`src/design/slsh_pkg.sv`:
```
// Shared types and constants for the solar load switch with hysteresis.
// Holds field widths, register map, reset values and the mean divider constants.
// Depends on nothing; every other file imports it.
`timescale 1ns / 1ps
`default_nettype none

package slsh_pkg;

  // Light samples summed per block are WINDOW + 1.
  localparam int unsigned WINDOW     = 200;

  localparam int unsigned MV_W       = 15;
  localparam int unsigned LIGHT_W    = 12;
  localparam int unsigned CAUSE_W    = 2;
  localparam int unsigned MOTION_W   = 16;
  localparam int unsigned SUM_W      = 20;
  localparam int unsigned CNT_W      = $clog2(WINDOW + 2);

  // The block mean divides by WINDOW + 1. The reciprocal is rounded up, which
  // is exact for any 20-bit sum because the rounding error times the sum stays
  // below 2**MEAN_SHIFT / DIVISOR.
  localparam int unsigned DIVISOR    = WINDOW + 1;
  localparam int unsigned MEAN_SHIFT = 32;
  localparam int unsigned RECIP_W    = 32;
  localparam logic [RECIP_W-1:0] MEAN_RECIP =
    RECIP_W'(((64'd1 << MEAN_SHIFT) / DIVISOR) + 64'd1);

  // Configuration port.
  localparam int unsigned APB_ADDR_W = 4;
  localparam int unsigned APB_DATA_W = 32;
  localparam int unsigned REG_IDX_W  = 2;
  localparam logic [REG_IDX_W-1:0] REG_ON_THR    = 2'd0;
  localparam logic [REG_IDX_W-1:0] REG_OFF_THR   = 2'd1;
  localparam logic [REG_IDX_W-1:0] REG_LIGHT_THR = 2'd2;

  localparam logic [MV_W-1:0]    ON_THR_RST    = 15'd14500;
  localparam logic [MV_W-1:0]    OFF_THR_RST   = 15'd13500;
  localparam logic [LIGHT_W-1:0] LIGHT_THR_RST = 12'd3000;

  typedef enum logic [CAUSE_W-1:0] {
    CAUSE_NONE  = 2'd0,
    CAUSE_LOW_V = 2'd1,
    CAUSE_DARK  = 2'd2
  } cause_e;

  typedef struct packed {
    logic [MV_W-1:0]    on_thr_mv;
    logic [MV_W-1:0]    off_thr_mv;
    logic [LIGHT_W-1:0] light_thr;
  } cfg_t;

  typedef struct packed {
    logic [MV_W-1:0]    bus_mv;
    logic [LIGHT_W-1:0] light_level;
    logic               motion;
  } sample_t;

  typedef struct packed {
    logic                load_on;
    logic [CAUSE_W-1:0]  stop_cause;
    logic [LIGHT_W-1:0]  light_mean;
    logic [MOTION_W-1:0] motion_total;
  } result_t;

endpackage

`default_nettype wire

```
`src/design/slsh_if.sv`:
```
// Valid/ready channel interfaces for measurement input and result output.
// Depends on slsh_pkg for field widths.
`timescale 1ns / 1ps
`default_nettype none

interface slsh_in_if;
  import slsh_pkg::*;

  logic               valid;
  logic               ready;
  logic [MV_W-1:0]    bus_mv;
  logic [LIGHT_W-1:0] light_level;
  logic               motion;

  modport source (output valid, output bus_mv, output light_level, output motion,
                  input ready);
  modport sink (input valid, input bus_mv, input light_level, input motion,
                output ready);
endinterface

interface slsh_out_if;
  import slsh_pkg::*;

  logic                valid;
  logic                ready;
  logic                load_on;
  logic [CAUSE_W-1:0]  stop_cause;
  logic [LIGHT_W-1:0]  light_mean;
  logic [MOTION_W-1:0] motion_total;

  modport source (output valid, output load_on, output stop_cause, output light_mean,
                  output motion_total, input ready);
  modport sink (input valid, input load_on, input stop_cause, input light_mean,
                input motion_total, output ready);
endinterface

`default_nettype wire

```
`src/design/slsh_apb_regs.sv`:
```
// APB-style register file for the three thresholds.
// Depends on slsh_pkg for the register map, reset values and cfg_t.
`timescale 1ns / 1ps
`default_nettype none

module slsh_apb_regs (
  input  wire logic                             clk_i,
  input  wire logic                             rst_ni,
  input  wire logic                             psel,
  input  wire logic                             penable,
  input  wire logic                             pwrite,
  input  wire logic [slsh_pkg::APB_ADDR_W-1:0]  paddr,
  input  wire logic [slsh_pkg::APB_DATA_W-1:0]  pwdata,
  output logic      [slsh_pkg::APB_DATA_W-1:0]  prdata,
  output logic                                  pready,
  output slsh_pkg::cfg_t                        cfg_o
);
  import slsh_pkg::*;

  logic                 wr_en;
  logic [REG_IDX_W-1:0] reg_idx;
  cfg_t                 cfg_q;

  assign pready  = 1'b1;
  assign wr_en   = psel & penable & pwrite;
  assign reg_idx = paddr[REG_IDX_W+1:2];
  assign cfg_o   = cfg_q;

  // Register writes complete in the access phase.
  always_ff @(posedge clk_i or negedge rst_ni) begin
    if (!rst_ni) begin
      cfg_q.on_thr_mv  <= ON_THR_RST;
      cfg_q.off_thr_mv <= OFF_THR_RST;
      cfg_q.light_thr  <= LIGHT_THR_RST;
    end else if (wr_en) begin
      unique case (reg_idx)
        REG_ON_THR:    cfg_q.on_thr_mv  <= pwdata[MV_W-1:0];
        REG_OFF_THR:   cfg_q.off_thr_mv <= pwdata[MV_W-1:0];
        REG_LIGHT_THR: cfg_q.light_thr  <= pwdata[LIGHT_W-1:0];
        default: ;
      endcase
    end
  end

  // Read back; index 3 (0xC) reads as zero, and paddr[1:0] are ignored.
  always_comb begin
    unique case (reg_idx)
      REG_ON_THR:    prdata = APB_DATA_W'(cfg_q.on_thr_mv);
      REG_OFF_THR:   prdata = APB_DATA_W'(cfg_q.off_thr_mv);
      REG_LIGHT_THR: prdata = APB_DATA_W'(cfg_q.light_thr);
      default:       prdata = '0;
    endcase
  end

endmodule

`default_nettype wire

```
`src/design/slsh_mean_div.sv`:
```
// Block mean of the light sum: division by WINDOW + 1 through a rounded-up
// reciprocal multiply. Depends on slsh_pkg for MEAN_RECIP and widths.
`timescale 1ns / 1ps
`default_nettype none

module slsh_mean_div (
  input  wire logic [slsh_pkg::SUM_W-1:0]   sum_i,
  output logic      [slsh_pkg::LIGHT_W-1:0] mean_o
);
  import slsh_pkg::*;

  logic [SUM_W+RECIP_W-1:0] prod;

  // One 20 x 32 multiply; the quotient sits above the fraction bits.
  assign prod   = (SUM_W+RECIP_W)'(sum_i) * (SUM_W+RECIP_W)'(MEAN_RECIP);
  assign mean_o = prod[MEAN_SHIFT +: LIGHT_W];

endmodule

`default_nettype wire

```
`src/design/slsh_core_pipe.sv`:
```
// Sample register, switch state and result register of the load switch.
// Depends on slsh_pkg and instantiates slsh_mean_div.
`timescale 1ns / 1ps
`default_nettype none

module slsh_core_pipe (
  input  wire logic              clk_i,
  input  wire logic              rst_ni,
  input  wire slsh_pkg::cfg_t    cfg_i,
  input  wire logic              in_valid_i,
  output logic                   in_ready_o,
  input  wire slsh_pkg::sample_t in_sample_i,
  output logic                   out_valid_o,
  input  wire logic              out_ready_i,
  output slsh_pkg::result_t      out_result_o
);
  import slsh_pkg::*;

  logic                smp_valid_q;
  sample_t             smp_q;
  logic                res_valid_q;
  result_t             res_q;
  logic                advance;

  logic                powered_q, powered_d;
  logic [SUM_W-1:0]    sum_q, sum_d;
  logic [CNT_W-1:0]    count_q, count_d;
  logic [LIGHT_W-1:0]  avg_q, avg_d;
  logic [MOTION_W-1:0] motion_q, motion_d;
  cause_e              cause_q, cause_d;
  logic [LIGHT_W-1:0]  mean;
  logic                low_v;
  logic                dark;

  // A sample moves on when the result register is empty or being drained.
  assign advance      = smp_valid_q & (~res_valid_q | out_ready_i);
  assign in_ready_o   = ~smp_valid_q | advance;
  assign out_valid_o  = res_valid_q;
  assign out_result_o = res_q;

  // Input register.
  always_ff @(posedge clk_i or negedge rst_ni) begin
    if (!rst_ni) begin
      smp_valid_q <= 1'b0;
    end else if (in_ready_o) begin
      smp_valid_q <= in_valid_i;
    end
  end

  always_ff @(posedge clk_i) begin
    if (in_valid_i && in_ready_o) begin
      smp_q <= in_sample_i;
    end
  end

  slsh_mean_div u_mean_div (
    .sum_i  (sum_q),
    .mean_o (mean)
  );

  // Next switch state for the sample in the input register.
  always_comb begin
    powered_d = powered_q;
    sum_d     = sum_q;
    count_d   = count_q;
    avg_d     = avg_q;
    motion_d  = motion_q;
    cause_d   = cause_q;
    low_v     = 1'b0;
    dark      = 1'b0;
    if (!powered_q) begin
      // The switch-on sample only turns the load on and clears the block.
      if (smp_q.bus_mv > cfg_i.on_thr_mv && smp_q.light_level < cfg_i.light_thr) begin
        powered_d = 1'b1;
        sum_d     = '0;
        count_d   = '0;
        avg_d     = '0;
        motion_d  = '0;
      end
    end else begin
      // Accumulate a full block, then spend one sample taking its mean.
      if (count_q <= CNT_W'(WINDOW)) begin
        sum_d   = sum_q + SUM_W'(smp_q.light_level);
        count_d = count_q + CNT_W'(1);
      end else begin
        avg_d   = mean;
        sum_d   = '0;
        count_d = '0;
      end
      if (smp_q.motion && motion_q != '1) begin
        motion_d = motion_q + MOTION_W'(1);
      end
      low_v = smp_q.bus_mv <= cfg_i.off_thr_mv;
      dark  = avg_d >= cfg_i.light_thr;
      // A dark average outranks low voltage as the recorded reason.
      priority if (dark) begin
        cause_d = CAUSE_DARK;
      end else if (low_v) begin
        cause_d = CAUSE_LOW_V;
      end else begin
        cause_d = cause_q;
      end
      if (low_v || dark) begin
        powered_d = 1'b0;
      end
    end
  end

  // Switch state.
  always_ff @(posedge clk_i or negedge rst_ni) begin
    if (!rst_ni) begin
      powered_q <= 1'b0;
      sum_q     <= '0;
      count_q   <= '0;
      avg_q     <= '0;
      motion_q  <= '0;
      cause_q   <= CAUSE_NONE;
    end else if (advance) begin
      powered_q <= powered_d;
      sum_q     <= sum_d;
      count_q   <= count_d;
      avg_q     <= avg_d;
      motion_q  <= motion_d;
      cause_q   <= cause_d;
    end
  end

  // Result register.
  always_ff @(posedge clk_i or negedge rst_ni) begin
    if (!rst_ni) begin
      res_valid_q <= 1'b0;
    end else if (advance) begin
      res_valid_q <= 1'b1;
    end else if (out_ready_i) begin
      res_valid_q <= 1'b0;
    end
  end

  always_ff @(posedge clk_i) begin
    if (advance) begin
      res_q.load_on      <= powered_d;
      res_q.stop_cause   <= cause_d;
      res_q.light_mean   <= avg_d;
      res_q.motion_total <= motion_d;
    end
  end

endmodule

`default_nettype wire

```
`src/design/solar_load_switch_hysteresis_core.sv`:
```
// Top level of the solar load switch with voltage hysteresis and light cutoff.
// Depends on slsh_pkg, slsh_if, slsh_apb_regs and slsh_core_pipe.
//
//   Channel   Direction  Handshake                Content
//   in_if     sink       valid/ready              bus_mv, light_level, motion
//   out_if    source     valid/ready              load_on, stop_cause, light_mean,
//                                                 motion_total
//   APB       slave      psel/penable, pready=1   thresholds at 0x0, 0x4, 0x8
//
// One measurement is taken per cycle while out_if is not stalled; each result
// passes the input register, then the result register. The state update, with
// its reciprocal multiply for the block mean, fits between those registers.
// A stalled result holds while one more measurement waits in the input register.
// Reset clears the switch state and loads the default thresholds; no clearing
// pass is needed.
`timescale 1ns / 1ps
`default_nettype none

module solar_load_switch_hysteresis_core (
  input  wire logic                             clk_i,
  input  wire logic                             rst_ni,
  slsh_in_if.sink                               in_if,
  slsh_out_if.source                            out_if,
  input  wire logic                             psel,
  input  wire logic                             penable,
  input  wire logic                             pwrite,
  input  wire logic [slsh_pkg::APB_ADDR_W-1:0]  paddr,
  input  wire logic [slsh_pkg::APB_DATA_W-1:0]  pwdata,
  output logic      [slsh_pkg::APB_DATA_W-1:0]  prdata,
  output logic                                  pready
);
  import slsh_pkg::*;

  cfg_t    cfg;
  sample_t sample;
  result_t result;

  assign sample.bus_mv      = in_if.bus_mv;
  assign sample.light_level = in_if.light_level;
  assign sample.motion      = in_if.motion;

  assign out_if.load_on      = result.load_on;
  assign out_if.stop_cause   = result.stop_cause;
  assign out_if.light_mean   = result.light_mean;
  assign out_if.motion_total = result.motion_total;

  slsh_apb_regs u_regs (
    .clk_i   (clk_i),
    .rst_ni  (rst_ni),
    .psel    (psel),
    .penable (penable),
    .pwrite  (pwrite),
    .paddr   (paddr),
    .pwdata  (pwdata),
    .prdata  (prdata),
    .pready  (pready),
    .cfg_o   (cfg)
  );

  slsh_core_pipe u_core (
    .clk_i        (clk_i),
    .rst_ni       (rst_ni),
    .cfg_i        (cfg),
    .in_valid_i   (in_if.valid),
    .in_ready_o   (in_if.ready),
    .in_sample_i  (sample),
    .out_valid_o  (out_if.valid),
    .out_ready_i  (out_if.ready),
    .out_result_o (result)
  );

endmodule

`default_nettype wire

```
`src/flat_wrapper.sv`:
```
// flat-port wrapper written by rule: the top's interface ports become plain ports
module solar_load_switch_hysteresis_core_flat import slsh_pkg::*;
  (clk_i, rst_ni, psel, penable, pwrite, paddr, pwdata, prdata, pready, in_if_valid, in_if_bus_mv, in_if_light_level, in_if_motion, in_if_ready, out_if_valid, out_if_load_on, out_if_stop_cause, out_if_light_mean, out_if_motion_total, out_if_ready);
  slsh_in_if in_if_i ();
  slsh_out_if out_if_i ();
  input  wire logic clk_i;
  input  wire logic rst_ni;
  input  wire logic psel;
  input  wire logic penable;
  input  wire logic pwrite;
  input  wire logic [slsh_pkg::APB_ADDR_W-1:0] paddr;
  input  wire logic [slsh_pkg::APB_DATA_W-1:0] pwdata;
  output logic      [slsh_pkg::APB_DATA_W-1:0] prdata;
  output logic pready;
  input wire logic [$bits(in_if_i.valid)-1:0] in_if_valid;
  input wire logic [$bits(in_if_i.bus_mv)-1:0] in_if_bus_mv;
  input wire logic [$bits(in_if_i.light_level)-1:0] in_if_light_level;
  input wire logic [$bits(in_if_i.motion)-1:0] in_if_motion;
  output wire logic [$bits(in_if_i.ready)-1:0] in_if_ready;
  output wire logic [$bits(out_if_i.valid)-1:0] out_if_valid;
  output wire logic [$bits(out_if_i.load_on)-1:0] out_if_load_on;
  output wire logic [$bits(out_if_i.stop_cause)-1:0] out_if_stop_cause;
  output wire logic [$bits(out_if_i.light_mean)-1:0] out_if_light_mean;
  output wire logic [$bits(out_if_i.motion_total)-1:0] out_if_motion_total;
  input wire logic [$bits(out_if_i.ready)-1:0] out_if_ready;
  assign in_if_i.valid = in_if_valid;
  assign in_if_i.bus_mv = in_if_bus_mv;
  assign in_if_i.light_level = in_if_light_level;
  assign in_if_i.motion = in_if_motion;
  assign in_if_ready = in_if_i.ready;
  assign out_if_valid = out_if_i.valid;
  assign out_if_load_on = out_if_i.load_on;
  assign out_if_stop_cause = out_if_i.stop_cause;
  assign out_if_light_mean = out_if_i.light_mean;
  assign out_if_motion_total = out_if_i.motion_total;
  assign out_if_i.ready = out_if_ready;
  solar_load_switch_hysteresis_core u_core (.clk_i(clk_i), .rst_ni(rst_ni), .in_if(in_if_i), .out_if(out_if_i), .psel(psel), .penable(penable), .pwrite(pwrite), .paddr(paddr), .pwdata(pwdata), .prdata(prdata), .pready(pready));
endmodule
```
`config.mk`:
```
export PLATFORM = sky130hd
export DESIGN_NAME = solar_load_switch_hysteresis_core_flat
export DESIGN_NICKNAME = d
export VERILOG_FILES = /design/src/design/slsh_pkg.sv /design/src/design/slsh_if.sv /design/src/design/slsh_apb_regs.sv /design/src/design/slsh_mean_div.sv /design/src/design/slsh_core_pipe.sv /design/src/design/solar_load_switch_hysteresis_core.sv /design/src/flat_wrapper.sv
export SDC_FILE = /design/constraint.sdc
export NUM_CORES = 1
export LEC_CHECK = 0
export BUFFER_PORTS_ARGS = -buffer_cell sky130_fd_sc_hd__buf_4
export CAP_MARGIN = 20
export CORE_MARGIN = 4
export CORE_UTILIZATION = 67
export DETAILED_ROUTE_END_ITERATION = 8
export PLACE_DENSITY = 0.95
export SLEW_MARGIN = 5
export SYNTH_ARGS = -nofsm -noshare
export SYNTH_HDL_FRONTEND = slang
export SYNTH_HIERARCHICAL = 1
export SYNTH_SLANG_ARGS = --single-unit
```
`constraint.sdc`:
```
create_clock -name clk_i -period 16.7 [get_ports clk_i]
set_input_delay 5.01 -clock clk_i [delete_from_list [all_inputs] [get_ports clk_i]]
set_output_delay 5.01 -clock clk_i [all_outputs]
set_load 0.05 [all_outputs]
```
==> results_tabular.tex <==
\begin{tabular}{lr}
\hline
Metric & Value \\
\hline
\multicolumn{2}{l}{\textbf{GRT}} \\
Vias in the first global route & roughly 14000 \\
Pin count of the biggest net entering global routing & 70 \\
Grt total ovfl & 0 \\
Initial antenna violation count & 0 \\
Overall track demand over capacity in global routing & 0.327 \\
First-pass GRT wire length & a little over 70000 um \\
\multicolumn{2}{l}{\textbf{Synth}} \\
Largest cells by area after synthesis & sky130\_fd\_sc\_hd\_\_ha\_1 (22\%), sky130\_fd\_sc\_hd\_\_fa\_1 (18\%), sky130\_fd\_sc\_hd\_\_dfrtp\_1 (12\%) \\
Number of synthesized flops with an enable pin & slightly below 60 \\
Post-synthesis xor/xnor area fraction & 0.0126 \\
Most area-hungry cell type in the Yosys netlist & sky130\_fd\_sc\_hd\_\_ha\_1 \\
Top FF cell, synth & sky130\_fd\_sc\_hd\_\_dfrtp\_1 \\
Share of synthesized cell area in full adder, half adder and majority cells & 0.398 \\
Sequential fraction of the synthesis area & 0.262 \\
Multiplexer fraction of the synthesized cell area & 0.0493 \\
Library cells used by synthesis & 79 \\
Synthesized-area fraction occupied by ao, oa, aoi and oai cells & 0.0871 \\
Gate count of the mapped netlist & between 1500 and 2000 \\
Portion of synthesized cell area occupied by the leading cell type & 0.223 \\
Dominant combinational cell family by area after synthesis & adder cells \\
Syn. warnings & 6 \\
Simple-gate area share of the yosys netlist & 0.0977 \\
Post-synthesis register bit count & 162 \\
Syn Std Cell Area & between 15000 and 20000 um2 \\
Share of flip-flops with an asynchronous set or reset after synthesis & 0.636 \\
Syn avg cell area & slightly above 10 um2 \\
\multicolumn{2}{l}{\textbf{Final layout}} \\
Most frequent cells in the layout & sky130\_fd\_sc\_hd\_\_inv\_1 (334), sky130\_fd\_sc\_hd\_\_ha\_1 (297), sky130\_fd\_sc\_hd\_\_fa\_1 (146) \\
Fraction of layout instances using a drive strength above 1 & 0.134 \\
Net count reported at finish & between 2000 and 2500 \\
Most common library cell in the layout ignoring fill and taps & sky130\_fd\_sc\_hd\_\_inv\_1 \\
Diodes inserted & 0 \\
Area Overhead vs Synth & 9.93\% \\
\multicolumn{2}{l}{\textbf{CTS}} \\
Number of levels in the clock H-tree & 4 \\
CTS Buffer Depth & 2 \\
Sink Count & 162 \\
Cts repair resizes & 0 \\
Later-pin clock latency in the skew report & 0.44 ns \\
Total CTS buffers & 17 \\
Buffers inserted during post-CTS setup optimization & 0 \\
CTS tree & done \\
Number of hold-repair buffers added at the cts stage & 0 \\
Root buffer cell & sky130\_fd\_sc\_hd\_\_clkbuf\_16 \\
Clock transition time at the flip-flop clock pins of the worst setup and hold paths & $\sim$0.070 ns \\
\multicolumn{2}{l}{\textbf{Drt}} \\
Routed via count & 13300 \\
Drt first pass iters & 9 \\
Average via count per standard cell & 6.41 \\
Wirelength per Cell & approximately 22 um \\
Number of DRC markers after the initial detailed-route iteration & between 1000 and 1500 \\
DRC violations left & 0 \\
Total Wirelength & about 45000 um \\
Count of nets left with antenna violations after detail routing & 0 \\
\multicolumn{2}{l}{\textbf{Setup path}} \\
Critical path peak fanout & 19 \\
CP Class & in2out \\
Cell-by-cell listing of the critical path & buf\_4 -> nor2b\_1 -> buf\_4 -> nand2\_1 -> o21ai\_0 -> buf\_4 \\
Crit path required time & approximately 12 ns \\
Worst Path Buf+Inv & 3 \\
Worst path slowest cell & sky130\_fd\_sc\_hd\_\_nor2b\_1 \\
Dominant cell type by count on the critical path & sky130\_fd\_sc\_hd\_\_buf\_4 \\
Crit-path max cell delay & approximately 0.67 ns \\
Crit path launch type & input port \\
Family of cells with the greatest summed delay on the critical path & buffers and inverters \\
Data arrival time of the worst path & 6.72 ns \\
Sort of element at the end of the critical path & output port \\
\multicolumn{2}{l}{\textbf{Floorplan}} \\
Ports & roughly 140 \\
Die area & $\sim$27000 um2 \\
Die boundary height & 166 um \\
Starting density of the core & 0.684 \\
Die width & roughly 170 um \\
Standard cell core area & 24400 um2 \\
Number of placement rows & 57 \\
\multicolumn{2}{l}{\textbf{Timing}} \\
Final worst clock skew & approximately 0.0091 ns \\
Tightest slew margin relative to the limit & 0.279 \\
Slew of the pin with the lowest slew margin & 1.08 ns \\
Unrepaired setup endpoints after global routing & false \\
F\_max & about 85 MHz \\
Hold Vio Cnt, Final & 0 \\
Total of endpoints with negative setup slack in the final report & 0 \\
Pins over their slew limit & 0 \\
Period utilization & 0.702 \\
Total Negative Setup Slacks & 0 ns \\
Time the final worst path needs with I/O delays and setup & roughly 12 ns \\
\multicolumn{2}{l}{\textbf{Hold path}} \\
Worst Hold Class & reg2reg \\
\multicolumn{2}{l}{\textbf{Place}} \\
Placer Congestion & just under 1 \\
Count of port buffers added during placement & between 90 and 100 \\
Half-perimeter wire length after detailed placement & $\sim$33000 um \\
\multicolumn{2}{l}{\textbf{Flow run}} \\
Max-cap violations & 0 \\
\multicolumn{2}{l}{\textbf{Outcome}} \\
Status & finished clean \\
\hline
\end{tabular}
-- path summary, 6_finish.rpt --
kind,startpoint,to,slack [ns],depth (start not counted)
setup / recovery,paddr[3],prdata[3],4.97,6
hold / removal,u_core/u_core/avg_q[9]$_DFFE_PN0P_,u_core/u_core/avg_q[9]$_DFFE_PN0P_,0.51,2
setup reg to reg,u_core/u_core/sum_q[13]$_DFFE_PN0P_,u_core/u_core/out_result_o[29]$_DFFE_PP_,7.40,31
hold reg to reg,u_core/u_core/avg_q[9]$_DFFE_PN0P_,u_core/u_core/avg_q[9]$_DFFE_PN0P_,0.51,2
max in group asynchronous,rst_ni,u_core/u_core/sum_q[11]$_DFFE_PN0P_,10.89,2
min in group asynchronous,rst_ni,u_core/u_regs/cfg_o[41]$_DFFE_PN0P_,4.52,1
-- area by class of cell --
| type | instances | area, um2 |
|---|---|---|
| well taps | 324 | 405 |
| clock inverters | 13 | 199 |
| fillers | 1439 | 6050 |
| flip-flops and latches | 162 | 4380 |
| repair buffers | 109 | 842 |
| clock buffers | 19 | 433 |
| inverters | 334 | 1250 |
| multi-input cells | 1117 | 10800 |
-- stage by stage --
stage	cell area [um2]	worst slack, ns	utilization	hold slack (ns)	std cells
after CTS	18300	4.94	0.751	0.517	2076
after floorplan	16700	5.10	-	0.457	1664
after global placement	17700	5.08	0.724	0.472	2043
final	18300	4.97	0.752	0.512	2078
after global routing	18300	4.98	0.752	0.540	2078
after detailed placement	17700	5.00	0.725	0.496	2044
-- layer usage --
metal / global-route usage / wire length [um] / up-vias / share of wire
met5: 0 / 0 / - / 0
met4: 0.171 / 2820 / 0 / 0.062
met3: 0.0783 / 4860 / 307 / 0.11
met2: 0.561 / 22100 / 981 / 0.49
met1: 0.382 / 15500 / 6353 / 0.34
li1: - / - / 5680 / -
-- worst min-delay path, stage by stage (launching register included) --
cell                      delay [ns]
sky130_fd_sc_hd__dfrtp_1        0.37
sky130_fd_sc_hd__nand2_1        0.05
sky130_fd_sc_hd__o21ai_0        0.06
-- flip-flops by register name, summed over array words and instances (netlist names), 2 cells and up --
name                        flops
u_core/u_regs/cfg_o            42
u_core/u_core/out_result_o     31
u_core/u_core/smp_q            28
u_core/u_core/sum_q            20
u_core/u_core/motion_q         16
u_core/u_core/avg_q            12
u_core/u_core/count_q           8
u_core/u_core/cause_q           2
-- Yosys cell counts (all sizes together), types with 3 or more instances --
cell type and n:
xnor2 15, a211o 3, nor3 29, nand2b 8, fa 146, and3 9
and4 5, and2 3, ha 297, a22o 3, nor4 4, a211oi 8
nand4 25, o31ai 7, nor2b 5, mux2 43, o21ai 85, dfstp 21
clkbuf 17, or2 4, xor2 9, edfxtp 59, o211ai 11, dfrtp 82
a2111oi 4, or4 6, inv 334, nor2 39, nand3 41, nand2 139
o21a 6, a21oi 64, a31oi 4, o21bai 4, buf 34, a21o 17
or3 8, mux2i 30
-- cells by family (layout without fill, tap and decap cells) --
group           count (synthesis)  in the layout
xor+xnor                       24             24
buf+inv                       385            475
other cells                     2             18
mux                            73             73
fa+ha+maj                     443            443
simple gates                  330            330
compound gates                229            229
flops                         162            162
Power is left out: the tool's default activity adds up to more than one toggle a clock period on the data nets, which glitch-free logic cannot reach.
